File: src/rtl/mssis_pkg.sv
// ----------------------------------------------------------------------------
// Subset-sum image size package
// Shared widths, constants and helper functions.
// ----------------------------------------------------------------------------
package mssis_pkg;

  localparam int unsigned FieldW   = 16;
  localparam int unsigned WordBits = 64;
  localparam int unsigned LogW     = 6;
  localparam int unsigned NBitsW   = LogW + 1;

  typedef logic [FieldW-1:0]   field_t;
  typedef logic [WordBits-1:0] word_t;
  typedef logic [NBitsW-1:0]   nbits_t;

  function automatic word_t low_mask(nbits_t n);
    word_t m;
    if (n >= nbits_t'(WordBits)) begin
      m = '1;
    end else begin
      m = ~({WordBits{1'b1}} << n);
    end
    return m;
  endfunction

  function automatic nbits_t min_bits(field_t a, nbits_t b);
    nbits_t r;
    if (a > field_t'(b)) begin
      r = b;
    end else begin
      r = nbits_t'(a);
    end
    return r;
  endfunction

endpackage

File: src/rtl/mssis_div.sv
// ----------------------------------------------------------------------------
// Shared divider
// Restoring divider, one quotient bit a cycle, 32-bit dividend, 16-bit divisor.
// ----------------------------------------------------------------------------
module mssis_div
  import mssis_pkg::*;
(
  input  logic        clk_i,
  input  logic        rst_ni,
  input  logic        start_i,
  input  logic [31:0] dividend_i,
  input  field_t      divisor_i,
  output logic        done_o,
  output logic [31:0] quot_o,
  output field_t      rem_o
);

  logic [31:0] dvd_q;
  logic [16:0] rem_q;
  field_t      dsr_q;
  logic [5:0]  cnt_q;
  logic        done_q;
  logic [16:0] trial;
  logic        fits;

  assign trial = {rem_q[15:0], dvd_q[31]};
  assign fits  = trial >= {1'b0, dsr_q};

  always_ff @(posedge clk_i or negedge rst_ni) begin
    if (!rst_ni) begin
      cnt_q  <= '0;
      done_q <= 1'b0;
      dvd_q  <= '0;
      rem_q  <= '0;
      dsr_q  <= '0;
    end else begin
      done_q <= 1'b0;
      if (start_i) begin
        dvd_q <= dividend_i;
        rem_q <= '0;
        dsr_q <= divisor_i;
        cnt_q <= 6'd32;
      end else if (cnt_q != '0) begin
        rem_q  <= fits ? (trial - {1'b0, dsr_q}) : trial;
        dvd_q  <= {dvd_q[30:0], fits};
        cnt_q  <= cnt_q - 6'd1;
        done_q <= (cnt_q == 6'd1);
      end
    end
  end

  assign done_o = done_q;
  assign quot_o = dvd_q;
  assign rem_o  = rem_q[15:0];

endmodule

File: config.mk
export PLATFORM = sky130hd
export DESIGN_NAME = mssis_div
export DESIGN_NICKNAME = d
export VERILOG_FILES = /design/src/rtl/mssis_pkg.sv /design/src/rtl/mssis_div.sv
export SDC_FILE = /design/constraint.sdc
export NUM_CORES = 1
export LEC_CHECK = 0
export BUFFER_PORTS_ARGS = -buffer_cell sky130_fd_sc_hd__buf_2
export CORE_ASPECT_RATIO = 1.2
export CORE_MARGIN = 2
export CORE_UTILIZATION = 29
export CTS_CLUSTER_DIAMETER = 150
export DETAILED_ROUTE_END_ITERATION = 8
export GPL_TIMING_DRIVEN = 0
export HOLD_SLACK_MARGIN = 0.05
export PLACE_DENSITY = 0.44
export SYNTH_ARGS = -nofsm -noshare
export SYNTH_HDL_FRONTEND = slang
export SYNTH_SLANG_ARGS = --single-unit
export TNS_END_PERCENT = 10
File: constraint.sdc
create_clock -name clk_i -period 3.2 [get_ports clk_i]
set_clock_uncertainty 0.05 [all_clocks]
set_input_delay 0.48 -clock clk_i [delete_from_list [all_inputs] [get_ports clk_i]]
set_output_delay 0.48 -clock clk_i [all_outputs]
set_load 0.01 [all_outputs]
==> impl_metrics.yaml <==
run_status:
  outcome: "complete, no violations"
placement:
  dp_hpwl_mm: 10.2
  place_worst_setup_slack_ns: -0.0606
  place.port_buffers: 99
  routabilityCongestion: 0.831
  instance_area_at_placement_sq_um: 5140
  placed_cells_incl_taps: 791
setup_path:
  worstSetupEndpointType: "flop"
  critPathBufInv: 1
  path_class: "reg -> reg"
  timing.critical_path.fanout_max: 4
  chain_of_cells_forming_the_critical_path: "inv_1, ha_1, fa_1, nor2b_1, o2111ai_1, a2111oi_2, nor3_1, nor3b_1, o21ai_0"
  stage_delay_of_the_slowest_cell_on_the_critical_path_ns: 0.59
  reg2reg_slack_ns: 0.26
  crit_family: "compound AO/OA/AOI/OAI gates"
  reg2regPathDepth: 9
  timing.critical_path.slowest_stage_cell: "sky130_fd_sc_hd__a2111oi_2"
  reg2reg_to: "rem_q[14]$_DFFE_PN0P_"
  crit_required_ns: 3.36
  critical_path_start_type: "flop"
  critical_path.reg2reg.startpoint: "quot_o[31]$_DFFE_PN0P_"
  timing.critical_path.arrival_ns: 3.11
logic_synthesis:
  synth_seq_cells: 71
  mappedNetlistNets: 558
  avgSynthCellArea_sq_um: 8.95
  synth_enable_flop_cells: 0
  synth-async-reset-ratio_pct: 100
  synth-seq-area-share_pct: 40.8
  post_synth_inst_count: 487
  synthDistinctLibCells: 62
  synth-warning-count: 0
  syn-cell-area_sq_um: 4360
  yosys_most_used_dff: "sky130_fd_sc_hd__dfrtp_1"
global_routing:
  globalRouteOverflowTotal: 0
  grt_pass1_wl_mm: 22.1
  groute.usage.overall_pct: 17.8
  grt_antenna_before_repair: 1
  largest_net_degree_at_the_start_of_global_routing: 55
  first_global_vias: 4068
pwr:
  cellPowerDensity_nw_per_um2: 838
  power.leakage_nw: 2.70
  irDropWorstVdd_uv: 266
  finalPower_mw: 4.58
floorplan:
  row_count: 49
  die_area_sq_um: 16000
  fp.dieH_microns: 138
  dieWidth_microns: 116
  start_util_pct: 29.4
  boundaryPins: 100
  floorplan_core_area_sq_um: 14800
clocking:
  clock_tree_from_tritoncts: "built"
  cts_buffers: 9
  h-tree-depth: 3
  root_buffer: "sky130_fd_sc_hd__clkbuf_16"
  clkSlewWorstSetupHoldPaths_ns: 0.06
  num_clock_sinks: 71
  clock_insertion_delay_worst_skew_ns: 0.35
  max-clock-path-buffers: 2
sta:
  slew_violations: 0
  maxClockFrequency_mhz: 340
  finalCriticalPeriod_ns: 2.94
  rsz0062_at_grt: "no"
  timing_worst_slew_pin_value_ns: 0.789
  timing.final.crit_share_pct: 92.0
  finalHoldViolations: 0
  timing.final.ws_setup_ns: 0.255
  max-slew-margin-rel_pct: 47.4
  report.final.setup_viol: 0
worst_hold_path:
  holdCritStartpoint: "divisor_i[1]"
  timing.hold.worst_endpoint: "dsr_q[1]$_DFFE_PN0P_"
  worstHoldPathCells: 3
  hold_path.class: "in -> reg"
cells_and_area:
  layout-area-overhead-vs-synth_pct: 25.3
  drive_above_1_share_pct: 21.9
  insertedDiodeCount: 0
  design.final.nets: 670
  final_non_filler_cell_area_sq_um: 5460
  stdcell_count: 808
drt:
  firstDrtPassIters: 6
  drc: 0
  totalWireLength_mm: 13.7
  route.detailed.wl_per_inst_microns: 16.9
  drt_iter0_drc: 184
  via_cell_ratio: 5.10
  vias: 4117
  antenna_left: 0
run:
  cap_violations: 0
## power by group
group	switching (mW)	leakage (nW)	total (mW)	internal [mW]
combinational	1.38	1.68	2.29	0.912
clock	0.410	0.134	0.974	0.564
sequential	0.209	0.887	1.31	1.10
total	1.99	2.70	4.58	2.58
## synthesized netlist by cell type (3+ instances only)
cell type                  count  share of area, %
sky130_fd_sc_hd__mux2i_1      34               7.8
sky130_fd_sc_hd__a31oi_1       6              0.86
sky130_fd_sc_hd__nand2_1      62               5.3
sky130_fd_sc_hd__xnor2_1       4              0.80
sky130_fd_sc_hd__clkbuf_1     21               1.8
sky130_fd_sc_hd__nor2b_1       6              0.86
sky130_fd_sc_hd__nor4_1        3              0.43
sky130_fd_sc_hd__a21oi_1       9               1.0
sky130_fd_sc_hd__a211oi_1      6               1.0
sky130_fd_sc_hd__a211o_1       5               1.0
sky130_fd_sc_hd__a311oi_1     10               2.0
sky130_fd_sc_hd__buf_1         5              0.43
sky130_fd_sc_hd__dfrtp_1      71                41
sky130_fd_sc_hd__o21a_1        4              0.69
sky130_fd_sc_hd__nand3b_1      6               1.0
sky130_fd_sc_hd__o21ai_0      62               7.1
sky130_fd_sc_hd__o31ai_1       5              0.86
sky130_fd_sc_hd__nor3_1       11               1.3
sky130_fd_sc_hd__ha_1         19               5.5
sky130_fd_sc_hd__nor2_1       33               2.8
sky130_fd_sc_hd__a21o_1        6               1.0
sky130_fd_sc_hd__buf_2         4              0.46
sky130_fd_sc_hd__inv_1        27               2.3
sky130_fd_sc_hd__nand3_1      14               1.6
sky130_fd_sc_hd__nor3b_1       7               1.2
## metrics by stage
step	hold WS [ns]	setup TNS, ns	utilization (%)
floorplan	0.134	0	-
global placement	0.464	-0.122	34.4
detailed placement	0.339	-0.0606	34.6
CTS	0.276	0	36.6
global route	0.290	0	36.8
finish	0.288	0	36.8
## logic make-up after synthesis
group | after synthesis | share of synthesized area, %
xor gates and xnor gates | 6 | 1.21
buffers and inverters | 58 | 5.28
AOI/OAI and AO/OA | 140 | 21.6
adders and majority gates | 20 | 5.91
muxes | 35 | 8.07
DFF | 71 | 40.8
and+or+nand+nor | 157 | 17.2
## placed cells by master, fill, tap and decap left out, drive strengths merged, types with 3 or more instances in the layout
cell type / n
buf: 110
dfrtp: 71
nand2: 62
o21ai: 62
mux2i: 34
nor2: 33
clkbuf: 32
inv: 27
ha: 19
nand3: 15
nor3: 11
a311oi: 10
a21oi: 9
nor3b: 7
a211oi: 7
nand3b: 6
a21o: 6
a31oi: 6
nor2b: 6
a211o: 6
o31ai: 5
xnor2: 4
o21a: 4
nor4: 4
clkinvlp: 3
## worst max-delay path by stage
stage / from / end / slack [ns] / cells past startpoint
final: quot_o[31]$_DFFE_PN0P_ / rem_q[14]$_DFFE_PN0P_ / 0.26 / 9
after global placement: quot_o[31]$_DFFE_PN0P_ / rem_q[14]$_DFFE_PN0P_ / -0.12 / 9
after CTS: quot_o[31]$_DFFE_PN0P_ / rem_q[14]$_DFFE_PN0P_ / 0.06 / 9
after floorplan: rem_q[5]$_DFFE_PN0P_ / rem_q[6]$_DFFE_PN0P_ / 0.70 / 9
after global routing: quot_o[31]$_DFFE_PN0P_ / rem_q[14]$_DFFE_PN0P_ / 0.03 / 9
after detailed placement: quot_o[31]$_DFFE_PN0P_ / rem_q[14]$_DFFE_PN0P_ / -0.06 / 9
## per-layer routing
metal / global-route usage (%) / wire (microns)
met5: 0 / 0
met4: 7.96 / 350
met3: 3.99 / 873
met2: 28.3 / 6510
met1: 22.9 / 5930
## tightest hold or removal path, cell delays in order
cell	delay, ns
sky130_fd_sc_hd__buf_2	0.07
sky130_fd_sc_hd__nand2_1	0.04
sky130_fd_sc_hd__o21ai_0	0.05
## final cells by class
class	count	area, sq um
Clock inverter	5	32.5
Multi-Input combinational cell	358	2380
Inverter	27	101
Tap cell	204	255
Timing Repair Buffer	101	536
Clock buffer	11	253
Fill cell	1605	9370
Sequential cell	71	1780
Buffer	31	129
## repair_timing
action / 4_1_cts / 5_1_grt
hold buffers: 1 / 0
resized for setup: 1 / 4
endpoints found under the hold margin: 17 / 0
endpoints found under the setup margin: 1 / 6
setup buffers: 0 / 0
## sequential cells by signal (all words and copies together), names as in the netlist
name / count
done_o: 1
dsr_q: 16
rem_q: 16
quot_o: 32
cnt_q: 6
No activity file was read; power rests on OpenSTA's default activity.
